### config.mk
export PLATFORM = sky130hd
export DESIGN_NAME = mesd_ram
export DESIGN_NICKNAME = d
export VERILOG_FILES = /design/src/rtl/mesd_ram.sv
export SDC_FILE = /design/constraint.sdc
export NUM_CORES = 1
export LEC_CHECK = 0
export BUFFER_PORTS_ARGS = -buffer_cell sky130_fd_sc_hd__buf_2
export CORE_UTILIZATION = 60
export DETAILED_ROUTE_END_ITERATION = 10
export GPL_ROUTABILITY_DRIVEN = 0
export MAX_ROUTING_LAYER = met4
export PLACE_DENSITY = 0.88
export SLEW_MARGIN = 10
export SYNTH_ARGS = -nofsm -noshare
export SYNTH_HDL_FRONTEND = slang
export SYNTH_SLANG_ARGS = --single-unit
### constraint.sdc
create_clock -name clk -period 2.7 [get_ports clk]
set_input_delay 0 -clock clk [delete_from_list [all_inputs] [get_ports clk]]
set_output_delay 0 -clock clk [all_outputs]
set_load 0.005 [all_outputs]
### src/rtl/mesd_ram.sv
`timescale 1ns / 1ps
// ----------------------------------------------------------------------------
// mesd_ram
// Generic single-write, single-read RAM with a registered read port.
// ----------------------------------------------------------------------------
module mesd_ram #(
  parameter int WIDTH = 8,
  parameter int DEPTH = 16
) (
  input  logic                     clk,
  input  logic                     we,
  input  logic [$clog2(DEPTH)-1:0] waddr,
  input  logic [WIDTH-1:0]         wdata,
  input  logic                     re,
  input  logic [$clog2(DEPTH)-1:0] raddr,
  output logic [WIDTH-1:0]         rdata
);

  logic [WIDTH-1:0] mem_r [DEPTH];
  logic [WIDTH-1:0] rdata_r;

  always_ff @(posedge clk) begin
    if (we) begin
      mem_r[waddr] <= wdata;
    end
    if (re) begin
      rdata_r <= mem_r[raddr];
    end
  end

  assign rdata = rdata_r;

endmodule

==> metrics.md <==
| Metric | Value |
|---|---|
| Power Density | `768 nW/um2` |
| TritonCTS buffer count | `17` |
| Post-Synth Simple-Gate Area | `0.0314` |
| Post-synth ARST share | `0` |
| CTS Buffer Depth | `2` |
| Layout area overhead | `16.5%` |
| Maximum vdd drop | `667 uV` |
| Largest net degree at the start of global routing | `33` |
| Largest family of logic cells by synthesized area | `multiplexers` |
| I/O Buffers | `26` |
| Num rows | `33` |
| Post-Syn Area | `5230 um2` |
| Final WL | `approximately 10000 um` |
| Total gr overflow | `0` |
| Post-layout min period | `around 1600 ps` |
| Worst slew pin tran | `956 ps` |
| Setup slack at placement | `635 ps` |
| Die Height | `about 95 um` |
| IO Count | `27` |
| Synth Area in Compound Gates | `0.0230` |
| Critical path endpoint category | `flip-flop` |
| Max Cap Viol | `0` |
| Clk root buf | `clkbuf_8` |
| Launch point of the worst reg-to-reg path | `mem_r[5][0]` |
| Final Cycle Share | `0.576` |
| Count leader, synth | `edfxtp_1` |
| Netlist cell types | `18` |
| Status | `completed` |
| Synth top area share | `0.781` |
| Clock Skews | `between 8 and 9 ps` |
| Initial DRC Count | `240` |
| Drt drc | `0` |
| Mean Syn Cell Area | `22.8 um2` |
| Routed via count | `2574` |
| Final core area utilization | `0.730` |
| DIE WIDTH | `around 95 um` |
| CP Launch Point | `mem_r[5][0]` |
| Top cells by count, synth | `136 x edfxtp_1, 18 x mux4_2, 16 x a22oi_1, 14 x mux4_1, 13 x nor2_1` |
| Synthesized net count | `248` |
| Worst skew pair latency | `just over 500 ps` |
| Hold Vio Cnt, Final | `0` |
| Antenna diodes | `0` |
| Sequential share of the synthesized area | `0.781` |
| Crit path DAT | `1810 ps` |
| Drt first pass iters | `5` |
| Synth top area cells | `edfxtp_1 78%, mux4_2 7.8%, mux4_1 7.0%` |
| Yosys warns | `0` |
| Worst-path clk slew | `60 ps` |
| CTS tree | `built` |
| Clock Sinks | `136` |
| Slew headroom | `0.360` |
| Leakage | `around 2 nW` |
| Register-to-Register Path Depth | `3` |
| Flop-to-flop setup slack | `around 1100 ps` |
| XOR/XNOR Fraction of Synth Area | `0` |
| First-pass GRT wire length | `15300 um` |
| Top_reg_cell synth | `edfxtp_1` |
| EDFF count, synth | `136` |
| Required time worst endpoint | `2950 ps` |
| Dpl hpwl | `6040 um` |
| Avg Vias per Cell | `around 6.5` |
| CP Max Fanout | `1` |
| Post-Synthesis Cells | `roughly 230` |
| Area leader, netlist | `edfxtp_1` |
| Slew Limit Fails | `0` |
| Core box area | `approximately 8300 um2` |
| Multiplexer share of the synthesized area | `0.148` |
| Final setup fails | `0` |
| Initial Util | `0.627` |
| Post-route worst setup slack | `between 1000 and 1500 ps` |
| Reg2reg end | `rdata[0]` |
| Worst setup endpoint | `rdata[0]` |
| Worst hold-check path type | `in2reg` |
| Wirelength per Cell | `25.6 um` |
| Initial antenna violation count | `0` |
| Die area | `9090 um2` |
| Synth Register Bits | `136` |
| Adder-cell share of the synthesized area | `0` |
| H-tree levels | `4` |
| Fmax achieved | `0.643 GHz` |
| Startpoint types | `flip-flop` |
| ANT nets after route | `0` |
| Vias in the first global route | `2576` |
| Fin nets | `301` |
| RSZ-0062 raised after global routing | `false` |
| Final setup TNS | `0 ps` |
| Share of post-route cells with drive strength above 1 | `0.272` |
| Critical path class | `reg2reg` |
| All-Layer GR Usage | `0.265` |
[worst max-delay path, cell delays in order, from the launching register on]
cell      delay, ps
edfxtp_1        360
mux4_1          530
a22oi_1         280
nand2_1         120
[state kept, by name (all words and copies together) (netlist names)]
name   count
rdata      8
mem_r    128
[timing repair]
action                                 in CTS  in global routing
setup buffers                               0                  0
hold buffers                                9                  0
resized for setup                           0                  0
endpoints found under the hold margin     136                  0
setup endpoints to repair                   0                  0
[how the worst min path moves through the flow]
stage               startpoint           to  slack [ps]  cells past startpoint
global placement            re     rdata[0]         360                      1
finish                waddr[0]  mem_r[4][7]          70                      3
floorplan             wdata[0]  mem_r[0][0]         100                      0
global route          waddr[1]  mem_r[4][7]          50                      3
CTS                   waddr[0]  mem_r[4][7]          30                      3
detailed placement          re     rdata[0]         370                      1
[layer usage]
metal,up-vias,global-route usage,part of all wire
met3,18,0.0781,0.086
met5,-,-,0
li1,1086,-,-
met2,160,0.390,0.50
met1,1310,0.348,0.40
met4,0,0.116,0.022
[per-stage QoR]
stage               power (mW)  instance area, um2  hold WS [ps]  std cells
finish                    4.68                6090          67.9        399
global route              4.81                6090          47.5        399
global placement          2.63                5470           357        359
CTS                       4.70                6090          30.4        399
detailed placement        2.64                5470           374        359
floorplan                 2.55                5230          98.9        229
[cell families after synthesis]
| family | Yosys count |
|---|---|
| mux | 32 |
| flops | 136 |
| buf+inv | 10 |
| simple gates | 35 |
| compound gates | 16 |
[power breakdown]
part	internal (mW)	total, mW	leakage, nW	switching [mW]
Combinational	0.0942	0.221	0.558	0.127
Clock	1.28	2.06	0.264	0.782
Sequential	2.38	2.39	1.24	0.0130
[layout make-up]
| type | count | area (um2) |
|---|---|---|
| flip-flops and latches | 136 | 4080 |
| clock buffers | 18 | 418 |
| multi-input cells | 83 | 1060 |
| clock inverters | 13 | 113 |
| repair buffers | 44 | 288 |
| fillers | 448 | 2250 |
| well taps | 105 | 131 |
[layout by cell type, fill, tap and decap left out, drive strengths merged]
cell type / count
nor3: 4
nor2: 13
clkinvlp: 1
nor2b: 1
nand2b: 2
bufinv: 2
or3b: 1
nand3b: 2
clkbuf: 18
and2: 1
a22oi: 16
buf: 35
edfxtp: 136
mux4: 32
and2b: 1
clkinv: 10
nand2: 9
nand3: 1
dlygate4sd3: 9
No activity file was read; power rests on OpenSTA's default activity.
