File: src/rtl/mesd_pkg.sv
`timescale 1ns / 1ps
// ----------------------------------------------------------------------------
// mesd_pkg
// Shared types, command / grant / kind codes and sizes for the MESI sharer
// directory.
// ----------------------------------------------------------------------------
package mesd_pkg;

  localparam int NUM_CHILDREN = 16;
  localparam int NUM_LINES    = 1024;
  localparam int LINE_W       = 10;
  localparam int CHILD_W      = 4;
  localparam int CMD_W        = 4;
  localparam int GRANT_W      = 3;
  localparam int KIND_W       = 2;

  localparam logic [CMD_W-1:0] CMD_GETS    = 4'd0;
  localparam logic [CMD_W-1:0] CMD_GETX    = 4'd1;
  localparam logic [CMD_W-1:0] CMD_PUTS    = 4'd2;
  localparam logic [CMD_W-1:0] CMD_PUTX    = 4'd3;
  localparam logic [CMD_W-1:0] CMD_CLEAN   = 4'd4;
  localparam logic [CMD_W-1:0] CMD_CLEAN_S = 4'd5;
  localparam logic [CMD_W-1:0] CMD_EVICT   = 4'd6;
  localparam logic [CMD_W-1:0] CMD_INVX    = 4'd7;
  localparam logic [CMD_W-1:0] CMD_INV     = 4'd8;
  localparam logic [CMD_W-1:0] CMD_FWD     = 4'd9;

  localparam logic [GRANT_W-1:0] GRANT_NONE = 3'd0;
  localparam logic [GRANT_W-1:0] GRANT_I    = 3'd1;
  localparam logic [GRANT_W-1:0] GRANT_S    = 3'd2;
  localparam logic [GRANT_W-1:0] GRANT_E    = 3'd3;
  localparam logic [GRANT_W-1:0] GRANT_M    = 3'd4;

  localparam logic [KIND_W-1:0] KIND_NONE = 2'd0;
  localparam logic [KIND_W-1:0] KIND_DOWN = 2'd1;
  localparam logic [KIND_W-1:0] KIND_INV  = 2'd2;

  typedef struct packed {
    logic [CMD_W-1:0]   cmd;
    logic [LINE_W-1:0]  line_index;
    logic [CHILD_W-1:0] child_id;
    logic               have_exclusive;
    logic               io_requester;
    logic               flag_pkt_in;
    logic               flag_pkt_out;
    logic               flag_no_excl;
    logic               flag_keep_excl;
  } req_t;

  typedef struct packed {
    logic [GRANT_W-1:0]      child_grant;
    logic [NUM_CHILDREN-1:0] inval_mask;
    logic [KIND_W-1:0]       inval_kind;
  } resp_t;

  // one directory entry; the sharer count is the population of the mask
  typedef struct packed {
    logic                    excl;
    logic [NUM_CHILDREN-1:0] sharers;
  } entry_t;

  localparam int ENTRY_W = $bits(entry_t);

endpackage

File: src/rtl/mesd_update.sv
`timescale 1ns / 1ps
// ----------------------------------------------------------------------------
// mesd_update
// Next directory entry and response for one request, given the current entry.
// ----------------------------------------------------------------------------
module mesd_update (
  input  mesd_pkg::req_t   req,
  input  mesd_pkg::entry_t cur,
  output mesd_pkg::entry_t nxt,
  output mesd_pkg::resp_t  resp
);

  logic [mesd_pkg::NUM_CHILDREN-1:0] cbit;
  logic [mesd_pkg::NUM_CHILDREN-1:0] rest;
  logic                              excl_cur;
  logic                              excl_rest;
  logic                              skip;

  function automatic logic one_bit(input logic [mesd_pkg::NUM_CHILDREN-1:0] v);
    return (v != '0) && ((v & (v - 1'b1)) == '0);
  endfunction

  assign cbit      = (mesd_pkg::NUM_CHILDREN)'(1) << req.child_id;
  assign rest      = cur.sharers & ~cbit;
  assign excl_cur  = cur.excl && one_bit(cur.sharers);
  assign excl_rest = cur.excl && one_bit(rest);
  assign skip      = (req.flag_pkt_in && req.io_requester) || req.flag_pkt_out;

  always_comb begin
    nxt  = cur;
    resp = '0;
    unique case (req.cmd)
      mesd_pkg::CMD_GETS: begin
        if (!req.flag_pkt_out && cur.sharers == '0 && req.have_exclusive &&
            !req.flag_no_excl) begin
          nxt.excl         = 1'b1;
          nxt.sharers      = cbit;
          resp.child_grant = mesd_pkg::GRANT_E;
        end else begin
          if (excl_cur) begin
            resp.inval_mask = cur.sharers;
            resp.inval_kind = mesd_pkg::KIND_DOWN;
            nxt.excl        = 1'b0;
          end
          if (!req.flag_pkt_out) begin
            nxt.sharers      = cur.sharers | cbit;
            nxt.excl         = 1'b0;
            resp.child_grant = mesd_pkg::GRANT_S;
          end
        end
      end
      mesd_pkg::CMD_GETX: begin
        // skipped requests leave the requester in the mask before invalidation
        if ((skip ? cur.sharers : rest) != '0) begin
          resp.inval_mask = skip ? cur.sharers : rest;
          resp.inval_kind = mesd_pkg::KIND_INV;
        end
        nxt.excl    = !req.flag_pkt_out;
        nxt.sharers = skip ? '0 : cbit;
        if (!skip) begin
          resp.child_grant = mesd_pkg::GRANT_M;
        end
      end
      mesd_pkg::CMD_PUTS: begin
        nxt.sharers      = rest;
        resp.child_grant = mesd_pkg::GRANT_I;
      end
      mesd_pkg::CMD_PUTX: begin
        if (req.flag_keep_excl) begin
          resp.child_grant = mesd_pkg::GRANT_E;
        end else begin
          nxt.sharers      = rest;
          resp.child_grant = mesd_pkg::GRANT_I;
        end
      end
      mesd_pkg::CMD_CLEAN: begin
        if (rest != '0) begin
          resp.inval_mask = rest;
          resp.inval_kind = mesd_pkg::KIND_INV;
        end
        nxt = '0;
      end
      mesd_pkg::CMD_CLEAN_S: begin
        nxt.sharers = rest;
        if (excl_rest) begin
          resp.inval_mask = rest;
          resp.inval_kind = mesd_pkg::KIND_DOWN;
          nxt.excl        = 1'b0;
        end
        if ((cur.sharers & cbit) != '0) begin
          nxt.sharers      = rest | cbit;
          nxt.excl         = 1'b0;
          resp.child_grant = mesd_pkg::GRANT_S;
        end
      end
      mesd_pkg::CMD_EVICT, mesd_pkg::CMD_INV: begin
        if (cur.sharers != '0) begin
          resp.inval_mask = cur.sharers;
          resp.inval_kind = mesd_pkg::KIND_INV;
          nxt.sharers     = '0;
        end
      end
      mesd_pkg::CMD_INVX: begin
        if (excl_cur) begin
          resp.inval_mask = cur.sharers;
          resp.inval_kind = mesd_pkg::KIND_DOWN;
          nxt.excl        = 1'b0;
        end
      end
      default: begin
        // forward and unused codes leave everything alone
        nxt  = cur;
        resp = '0;
      end
    endcase
  end

endmodule

File: config.mk
export PLATFORM = sky130hd
export DESIGN_NAME = mesd_update
export DESIGN_NICKNAME = d
export VERILOG_FILES = /design/src/rtl/mesd_pkg.sv /design/src/rtl/mesd_update.sv
export SDC_FILE = /design/constraint.sdc
export NUM_CORES = 1
export LEC_CHECK = 0
export CAP_MARGIN = 40
export CORE_MARGIN = 3
export CORE_UTILIZATION = 40
export DETAILED_ROUTE_END_ITERATION = 6
export DONT_BUFFER_PORTS = 1
export GPL_TIMING_DRIVEN = 0
export PLACE_DENSITY = 0.54
export SLEW_MARGIN = 0
export SYNTH_ARGS = -nofsm -noshare
export SYNTH_HDL_FRONTEND = slang
export SYNTH_SLANG_ARGS = --single-unit
export TNS_END_PERCENT = 5
File: constraint.sdc
create_clock -name vclk -period 6.5
set_clock_uncertainty 0.05 [all_clocks]
set_input_delay 1.95 -clock vclk [all_inputs]
set_output_delay 1.95 -clock vclk [all_outputs]
set_load 0.05 [all_outputs]
==> out/summary.txt, run 1 <==
Wire per inst: 20.6 um
F_max: 149 MHz
Fill cells: 532
Most frequent cells in the layout: nor2_1 (36), nand2_1 (32), o21ai_0 (29)
Syn Inst Count: 353
Outcome: finished, violations left
Syn-to-layout area delta: 26.2%
Seq pwr share: 0%
Setup TNS: -2.75 ns
Hold Fails Final Rpt: 0
Crit-path cells: buf_6 -> or4b_4 -> o22ai_4 -> o221ai_4 -> nor3_4 -> mux2i_2 -> nor4_4 -> buf_4 -> or4_4 -> buf_6 -> and3_4
PD cells: 81.0 nW/um2
Largest net degree at the start of global routing: 11
GPL Wtd Cong: 0.953
Worst path max stage delay: 0.58 ns
Worst VDD drop: 40.6 uV
Total Power: 0.223 mW
Worst path most repeated cell: buf_6
Max Cap Viol: 0
Slowest CP cell: or4b_4
Sequential area share after synthesis: 0%
Setup slack after layout: -0.220 ns
Worst Hold Slack: 4.04 ns
Pint: 0.0709 mW
Startpoint types: primary input
N_diodes: 0
Sw Share: 68.2%
Unrepaired setup endpoints after global routing: true
Post-Syn Nets: 394
Initial antenna violation count: 0
Core region area: 5170 um2
Yosys warning count: 0
Gr usage total: 27.9%
First-pass DRT Iterations: 6
Hold-fix buffers, CTS: 0
Slew HR: 56.4%
Number of port buffers: 0
First-pass GRT wire length: 14.5 mm
Vias per cell: 6.93
Leak: 0.987 nW
WS Path Type: in2out
Pins Over Slew Limit: 0
Cell family with most CP delay: simple AND/OR/NAND/NOR gates
IO Count: 79
Combinational power share: 100.0%
Post-Syn Area: 2180 um2
Max FO, Critical Path: 10
Mean Syn Cell Area: 6.17 um2
Sequential cell count: 0
Initial Util: 42.1%
Final core area utilization: 53.2%
Nets: 423
Initial DRC count: 456
Die ar.: 6370 um2
Clkbuf count: 0
Die W: 79.8 um
Worst EP required: 4.50 ns
Sw power: 0.152 mW
Final period util: 103%
Layout cells sized above 1: 26.6%
Total grt overflow: 0
Via Count: 3119
Vias in the first global route: 2678
Cell variety after synth: 71
Worst slew pin tran: 0.651 ns
Critical path buffer and inverter count: 3
Worst min-delay path class: in2out
Min cycle time layout: 6.72 ns
Storage cell area: 0 um2
Nature of the critical path endpoint: primary output
HPWL after DPL: 6.93 mm
Failing checks: negative setup slack
Setup WS pre-CTS: -0.591 ns
Remaining DRCs: 0
Clock power frac: 0%
Final Setup Violations: 18
Most common library cell in the layout ignoring fill and taps: nor2_1
Total routed wirelength: 9.26 mm
Rows: 26
CP arrival: 4.72 ns
Antenna Nets Post-Route: 0
DIE HEIGHT: 79.8 um
## power groups by stage
stage	logic, mW	registers [mW]	clock network [mW]
2_1_floorplan	0.156	0	0
3_3_place_gp	0.185	0	0
3_5_place_dp	0.202	0	0
4_1_cts	0.216	0	0
5_1_grt	0.235	0	0
6_report	0.223	0	0
## what timing repair did
item,4_1_cts,5_1_grt
endpoints found under the setup margin,32,30
pin swaps,10,4
buffers inserted,3,3
gates resized for setup,60,13
gates cloned,1,0
## layer usage
layer | global-route usage (%) | share of wire [%] | up-vias
li1 | - | - | 1421
met1 | 43.5 | 46 | 1501
met2 | 43.3 | 45 | 187
met3 | 1.47 | 8.7 | 10
met4 | 1.86 | 0.92 | 0
met5 | 0 | 0 | -
## layout make-up
type	count	area [um2]	share of cell area, %
buffer	33	210	7.64
inverter	12	45.0	1.64
timing repair buffer	27	219	7.96
multi-input combinational	308	2190	79.6
tap	70	87.6	3.18
## path summary, 6_finish.rpt
| path | from | slack, ns | cells past startpoint | to |
|---|---|---|---|---|
| hold / removal | cur[1] | 4.04 | 1 | resp[3] |
| setup / recovery | req[9] | -0.22 | 11 | resp[13] |
## stage by stage
| step | cell area, um2 | instances |
|---|---|---|
| floorplan | 2200 | 353 |
| global placement | 2290 | 423 |
| detailed placement | 2440 | 443 |
| CTS | 2680 | 447 |
| global route | 2750 | 450 |
| finish | 2750 | 450 |
## synthesized netlist by cell type, types with 3 or more instances
cell type / number / share of area, %
o32ai_1: 4 / 1.6
nand2b_1: 6 / 1.7
nand3_1: 9 / 2.1
buf_2: 6 / 1.4
o21ai_1: 6 / 1.4
a31oi_1: 5 / 1.4
clkbuf_1: 19 / 3.3
nor2b_1: 8 / 2.3
or4_1: 3 / 1.0
nor3_1: 14 / 3.2
or3_1: 3 / 0.86
nand2_1: 34 / 5.9
inv_1: 12 / 2.1
o21ai_0: 41 / 9.4
buf_6: 7 / 3.6
o21a_1: 3 / 1.0
or4b_1: 3 / 1.4
nand4_1: 5 / 1.4
a211oi_1: 5 / 1.7
nor3b_1: 7 / 2.4
o22ai_1: 5 / 1.4
a21oi_1: 14 / 3.2
nand4bb_1: 5 / 2.6
and2_1: 3 / 0.86
nand4b_1: 5 / 2.0
o211ai_1: 7 / 2.4
a22oi_1: 3 / 1.0
or4_4: 3 / 1.5
nor2_1: 38 / 6.5
nor4_1: 4 / 1.1
and3_1: 16 / 4.6
## logic make-up after synthesis
kind of cell | synth area share, %
muxes | 0.919
buffers and inverters | 10.7
adders and majority gates | 0.976
xor gates and xnor gates | 0.402
AOI/OAI and AO/OA | 38.8
and+or+nand+nor | 48.2
Note: power is estimated with default switching activity, not from simulation.
==> inputs of run 2 (changes only) <==
- ABC_AREA: not set -> 1
- MAX_ROUTING_LAYER: not set -> met4
==> run 2 against run 1 <==
Effect of this change:
- the run now ends clean
- via count grew 20%
- wire length grew 18%
- non-clock buffer count shrank 23
- sequential cell count is the same
- first-iteration DRC count shrank 21%
- largest cell class unchanged
==> out/summary.txt, run 2 <==
Largest net degree at the start of global routing: 11 (unchanged)
Total Power: 0.226 mW (+1.2%)
Mean Syn Cell Area: 4.71 um2 (-24%)
Slew HR: 41.6% (-15 points)
Rows: 28 (+7.7%)
Worst min-delay path class: in2out
GPL Wtd Cong: 0.983 (+3.1%)
Sequential cell count: 0 (unchanged)
Syn Inst Count: 535 (+52%)
Post-Syn Area: 2520 um2 (+16%)
Gr usage total: 30.0% (+2.2 points)
Syn-to-layout area delta: 10.3%
M3 GR Usage: 1.46% (-0.011 points)
Worst path max stage delay: 0.36 ns (-0.22 ns)
Die ar.: 7290 um2 (+14%)
Sequential area share after synthesis: 0% (unchanged)
Met2 Use GR: 47.7% (+4.3 points)
Combinational power share: 100.0% (about the same)
Final Setup Violations: 0 (-18)
N_diodes: 0 (unchanged)
Initial antenna violation count: 0 (unchanged)
Top-area cell type share of the netlist area: 24.0% (+15 points)
Total grt overflow: 0 (unchanged)
WP depth: 17 (+6)
PD cells: 81.1 nW/um2 (about the same)
Clock power frac: 0% (unchanged)
Crit-path cells: buf_6 -> nor2_4 -> nand3_1 -> nand2_1 -> nand2_1 -> nor2_2 -> nand2_1 -> nand2_1 -> nand2_1 -> nor2_1 -> nand2_1 -> nor2_2 -> nand3_2 -> nand2_4 -> buf_6 -> nand2_1 -> nand2_1
Vias per cell: 5.95 (-14%)
Cell variety after synth: 29 (-59%)
Most numerous cell in the Yosys netlist: nand2_1
Hold Fails Final Rpt: 0 (unchanged)
Yosys warning count: 0 (unchanged)
Die W: 85.4 um (+7.0%)
Initial DRC count: 358 (-21%)
Startpoint types: primary input
Setup WS pre-CTS: 0.175 ns (+0.765 ns)
Post-synth top area cell: nand2_1
Leak: 1.43 nW (+45%)
IO Count: 79 (unchanged)
Nets: 596 (+41%)
Min cycle time layout: 6.30 ns (-0.417 ns)
F_max: 159 MHz (+6.6%)
Footprint of the multi-input gates: 2130 um2 (-2.9%)
HPWL after DPL: 9.09 mm (+31%)
Layout cells sized above 1: 12.5% (-14 points)
Outcome: complete, no violations
Slowest CP cell: nand2_1
Final core area utilization: 46.2% (-7.0 points)
Storage cell area: 0 um2 (unchanged)
Worst EP required: 4.50 ns (about the same)
# Post-CTS Setup Buffers: 0 (-3)
Max Cap Viol: 0 (unchanged)
Unrepaired setup endpoints after global routing: true
Worst Hold Slack: 4.14 ns (+0.0976 ns)
Fill cells: 720 (+35%)
Critical path buffer and inverter count: 2 (-1)
Setup slack after layout: 0.197 ns (+0.417 ns)
Crit. Startpoint: req[6]
First-pass DRT Iterations: 5 (-1)
Worst slew pin tran: 0.869 ns (+0.219 ns)
WS Path Type: in2out
Sw Share: 75.2% (+7.0 points)
Initial Util: 41.8% (-0.30 points)
CP arrival: 4.30 ns (-0.42 ns)
Most frequent cells in the layout: nand2_1 (150), inv_1 (76), nor2_1 (72)
CP endpoint: resp[14]
Synth top area cells: nand2_1 (24%), inv_1 (11%), nor2_1 (11%), o21ai_0 (7.1%), a21oi_1 (6.4%)
Remaining DRCs: 0 (unchanged)
Core region area: 6030 um2 (+16%)
Final period util: 97.0% (-6.4 points)
Hold-fix buffers, CTS: 0 (unchanged)
Total routed wirelength: 11.0 mm (+18%)
Via Count: 3736 (+20%)
Grt met1 use: 42.1% (-1.4 points)
Busiest grt layer: met2
Wire per inst: 17.4 um (-15%)
Worst VDD drop: 37.7 uV (-7.1%)
Most frequent cells after synthesis: nand2_1 (161), inv_1 (76), nor2_1 (73)
Worst path most repeated cell: nand2_1
Vias in the first global route: 3366 (+26%)
Number of port buffers: 0 (unchanged)
Setup TNS: 0 ns (+2.75 ns)
Most common library cell in the layout ignoring fill and taps: nand2_1
Nature of the critical path endpoint: primary output
First-pass GRT wire length: 17.3 mm (+19%)
Seq pwr share: 0% (unchanged)
Post-Syn Nets: 576 (+46%)
Pins Over Slew Limit: 0 (unchanged)
Sw power: 0.170 mW (+12%)
Clkbuf count: 0 (unchanged)
Cell family with most CP delay: simple AND/OR/NAND/NOR gates
Antenna Nets Post-Route: 0 (unchanged)
DIE HEIGHT: 85.4 um (+7.0%)
Pint: 0.0559 mW (-21%)
Max FO, Critical Path: 10 (unchanged)
## run 2: cell types whose count changed after synthesis, sizes merged, moves of 7 or more
| cell | change |
|---|---|
| a211oi | -7 |
| a21oi | +18 |
| and3 | -16 |
| clkbuf | -8 |
| inv | +68 |
| nand2 | +137 |
| nand3 | +19 |
| nor2 | +45 |
| nor2b | -8 |
| nor3 | -8 |
| nor3b | -7 |
| o21ai | -9 |
| o22ai | +16 |
## run 2: power by group through the flow
| stage | clock [mW] | combinational [mW] | sequential, mW |
|---|---|---|---|
| 5_1_grt | 0 | 0.242 | 0 |
| 3_5_place_dp | 0 | 0.220 | 0 |
| 4_1_cts | 0 | 0.221 | 0 |
| 2_1_floorplan | 0 | 0.170 | 0 |
| 6_report | 0 | 0.226 | 0 |
| 3_3_place_gp | 0 | 0.202 | 0 |
## run 2: what timing repair did
item / in CTS / in global routing
hold endpoints to repair: 0 / 0
setup endpoints to repair: 0 / 10
gates resized for setup: 0 / 15
## run 2: cell type report
cell class,instances,share of cell area (%)
Tap cell,75,3.37
Timing Repair Buffer,18,4.86
Inverter,83,11.2
Buffer,19,4.09
Multi-Input combinational cell,433,76.5
## run 2: cells by family after synthesis
kind of cell / count (synthesis) / share of synthesized area [%]
AOI/OAI and AO/OA: 129 / 30.9
buffers and inverters: 102 / 16.8
and+or+nand+nor: 304 / 52.3
## run 2: per-stage QoR
| step | cell area [um2] | instances |
|---|---|---|
| floorplan | 2520 | 535 |
| global placement | 2620 | 610 |
| detailed placement | 2740 | 627 |
| CTS | 2740 | 627 |
| global route | 2780 | 628 |
| finish | 2780 | 628 |
## run 2: routing by layer
layer  routed length, um  share of wire [%]
met4                 231                2.1
met2                4850                 44
met1                4990                 46
met3                 892                8.1
met5                   0                  0
## run 2: how the worst min path moves through the flow
stage                       start       end  slack (ns)  depth (start not counted)
after floorplan           req[21]  resp[18]        4.12                          2
after global placement    req[21]  resp[18]        4.13                          2
after detailed placement  req[21]  resp[18]        4.14                          2
after CTS                 req[21]  resp[18]        4.14                          2
after global routing       cur[3]   resp[5]        4.15                          2
final                      cur[8]  resp[10]        4.14                          2
==> inputs of run 3 (changes only) <==
- CORE_ASPECT_RATIO: not set -> 0.7
==> run 3 against run 2 <==
Effect of this change:
- sequential share of layout area is the same
- fmax shrank 0.76%
- first-iteration DRC count grew 11%
- cell area grew 2.7%
- wire length grew 4.6%
- die area grew 0.21%
- global-route usage grew 0.42 points
- highest routed layer unchanged
==> out/summary.txt, run 3 (same netlist as run 2, synthesis figures left out) <==
Outcome: complete, no violations
Worst slew pin tran: 0.944 ns (+0.0748 ns)
DIE HEIGHT: 72.4 um (-15%)
Footprint of the multi-input gates: 2200 um2 (+3.4%)
Slowest CP cell: nor2_2
Final Setup Violations: 0 (unchanged)
GPL Wtd Cong: 1.04 (+5.7%)
Sw power: 0.174 mW (+2.6%)
Largest net degree at the start of global routing: 11 (unchanged)
Worst min-delay path class: in2out
Initial Util: 42.7% (+0.90 points)
Pint: 0.0574 mW (+2.8%)
Startpoint types: primary input
Hold Fails Final Rpt: 0 (unchanged)
WS Path Type: in2out
Worst path max stage delay: 0.22 ns (-0.14 ns)
Crit-path cells: buf_6 -> nor2_4 -> nand3_1 -> nand2_2 -> nand2_2 -> nor2_2 -> nand2_1 -> nand2_1 -> nand2_1 -> nor2_1 -> nand2_1 -> nor2_2 -> nand3_2 -> nand2_4 -> buf_6 -> nand2_1 -> nand2_4
Vias per cell: 5.94 (-0.16%)
CP arrival: 4.35 ns (+0.05 ns)
Hold Path End: resp[7]
N_diodes: 0 (unchanged)
Rows: 23 (-18%)
Antenna Nets Post-Route: 0 (unchanged)
Die W: 101 um (+18%)
Pins Over Slew Limit: 0 (unchanged)
F_max: 157 MHz (-0.76%)
Fill cells: 684 (-5.0%)
Min-delay src: cur[5]
Storage cell area: 0 um2 (unchanged)
Initial antenna violation count: 0 (unchanged)
Wire per inst: 18.2 um (+4.4%)
First-pass DRT Iterations: 6 (+1)
First-pass GRT wire length: 17.1 mm (-0.96%)
Seq pwr share: 0% (unchanged)
Worst EP required: 4.50 ns (about the same)
Leak: 1.44 nW (+0.79%)
Combinational power share: 100.0% (about the same)
Min cycle time layout: 6.35 ns (+0.0479 ns)
Worst path most repeated cell: nand2_1
Final core area utilization: 48.4% (+2.3 points)
Most common library cell in the layout ignoring fill and taps: nand2_1
Core region area: 5900 um2 (-2.1%)
Layout cells sized above 1: 13.4% (+0.88 points)
Vias in the first global route: 3248 (-3.5%)
IO Count: 79 (unchanged)
Slew HR: 36.6% (-5.0 points)
Number of port buffers: 0 (unchanged)
Total grt overflow: 0 (unchanged)
Initial DRC count: 396 (+11%)
Gr usage total: 30.5% (+0.42 points)
Die ar.: 7310 um2 (+0.21%)
Syn-to-layout area delta: 13.3%
Most frequent cells in the layout: nand2_1 (146), inv_1 (76), nor2_1 (71)
Clkbuf count: 0 (unchanged)
Sw Share: 75.2% (about the same)
Worst VDD drop: 52.8 uV (+40%)
Post-DP Area: 2750 um2 (+0.36%)
Post-Layout Inst Area: 2860 um2 (+2.7%)
Worst Hold Slack: 4.09 ns (-0.0485 ns)
Max Cap Viol: 0 (unchanged)
Critical path buffer and inverter count: 2 (unchanged)
Max FO, Critical Path: 10 (unchanged)
Sequential cell count: 0 (unchanged)
PD cells: 81.1 nW/um2 (about the same)
Nature of the critical path endpoint: primary output
Final period util: 97.7% (+0.74 points)
Clock power frac: 0% (unchanged)
Setup TNS: 0 ns (unchanged)
HPWL after DPL: 9.44 mm (+3.8%)
Total routed wirelength: 11.5 mm (+4.6%)
Hold Path Stages: 2 (unchanged)
Cell family with most CP delay: simple AND/OR/NAND/NOR gates
Remaining DRCs: 0 (unchanged)
Via Count: 3736 (unchanged)
Nets: 597 (+0.17%)
[run 3: cell count changes in the layout (fill, tap and decap cells not counted), sizes merged]
cell,change
clkbuf,+1
[run 3: repair_timing]
| item | CTS | global route |
|---|---|---|
| gates resized for setup | 9 | 22 |
| hold buffers | 0 | 0 |
| buffers inserted | 0 | 0 |
| pin swaps | 0 | 4 |
| setup endpoints to repair | 9 | 16 |
[run 3: layout make-up]
| type | instances | share of cell area [%] |
|---|---|---|
| multi-input cells | 433 | 77.0 |
| inverters | 83 | 10.9 |
| repair buffers | 19 | 4.82 |
| plain buffers | 19 | 4.03 |
| well taps | 75 | 3.28 |
[run 3: through the flow]
step	cells	total power [mW]	worst slack [ns]
finish	629	0.232	0.149
global placement	610	0.204	-0.0143
CTS	629	0.223	0.00697
detailed placement	629	0.221	-0.0711
floorplan	535	0.170	0.728
global route	629	0.247	-0.00240
[run 3: power groups by stage]
stage,logic (mW),registers [mW],clock network [mW]
finish,0.232,0,0
global route,0.247,0,0
CTS,0.223,0,0
detailed placement,0.221,0,0
global placement,0.204,0,0
floorplan,0.170,0,0
[run 3: worst max path at each step]
stage                 from        to  cells after the start
floorplan           req[6]   resp[9]                     17
global placement    cur[0]  resp[10]                     17
detailed placement  cur[0]  resp[10]                     17
CTS                 cur[0]   resp[5]                     17
global route        cur[4]   resp[8]                     17
finish              req[6]  resp[14]                     17
[run 3: layer usage]
layer	vias up	routed length, um	global-route usage [%]
li1	1819	-	-
met1	1704	5650	46.2
met2	205	4710	46.1
met3	8	1030	2.31
met4	0	61	1.33
met5	-	0	-
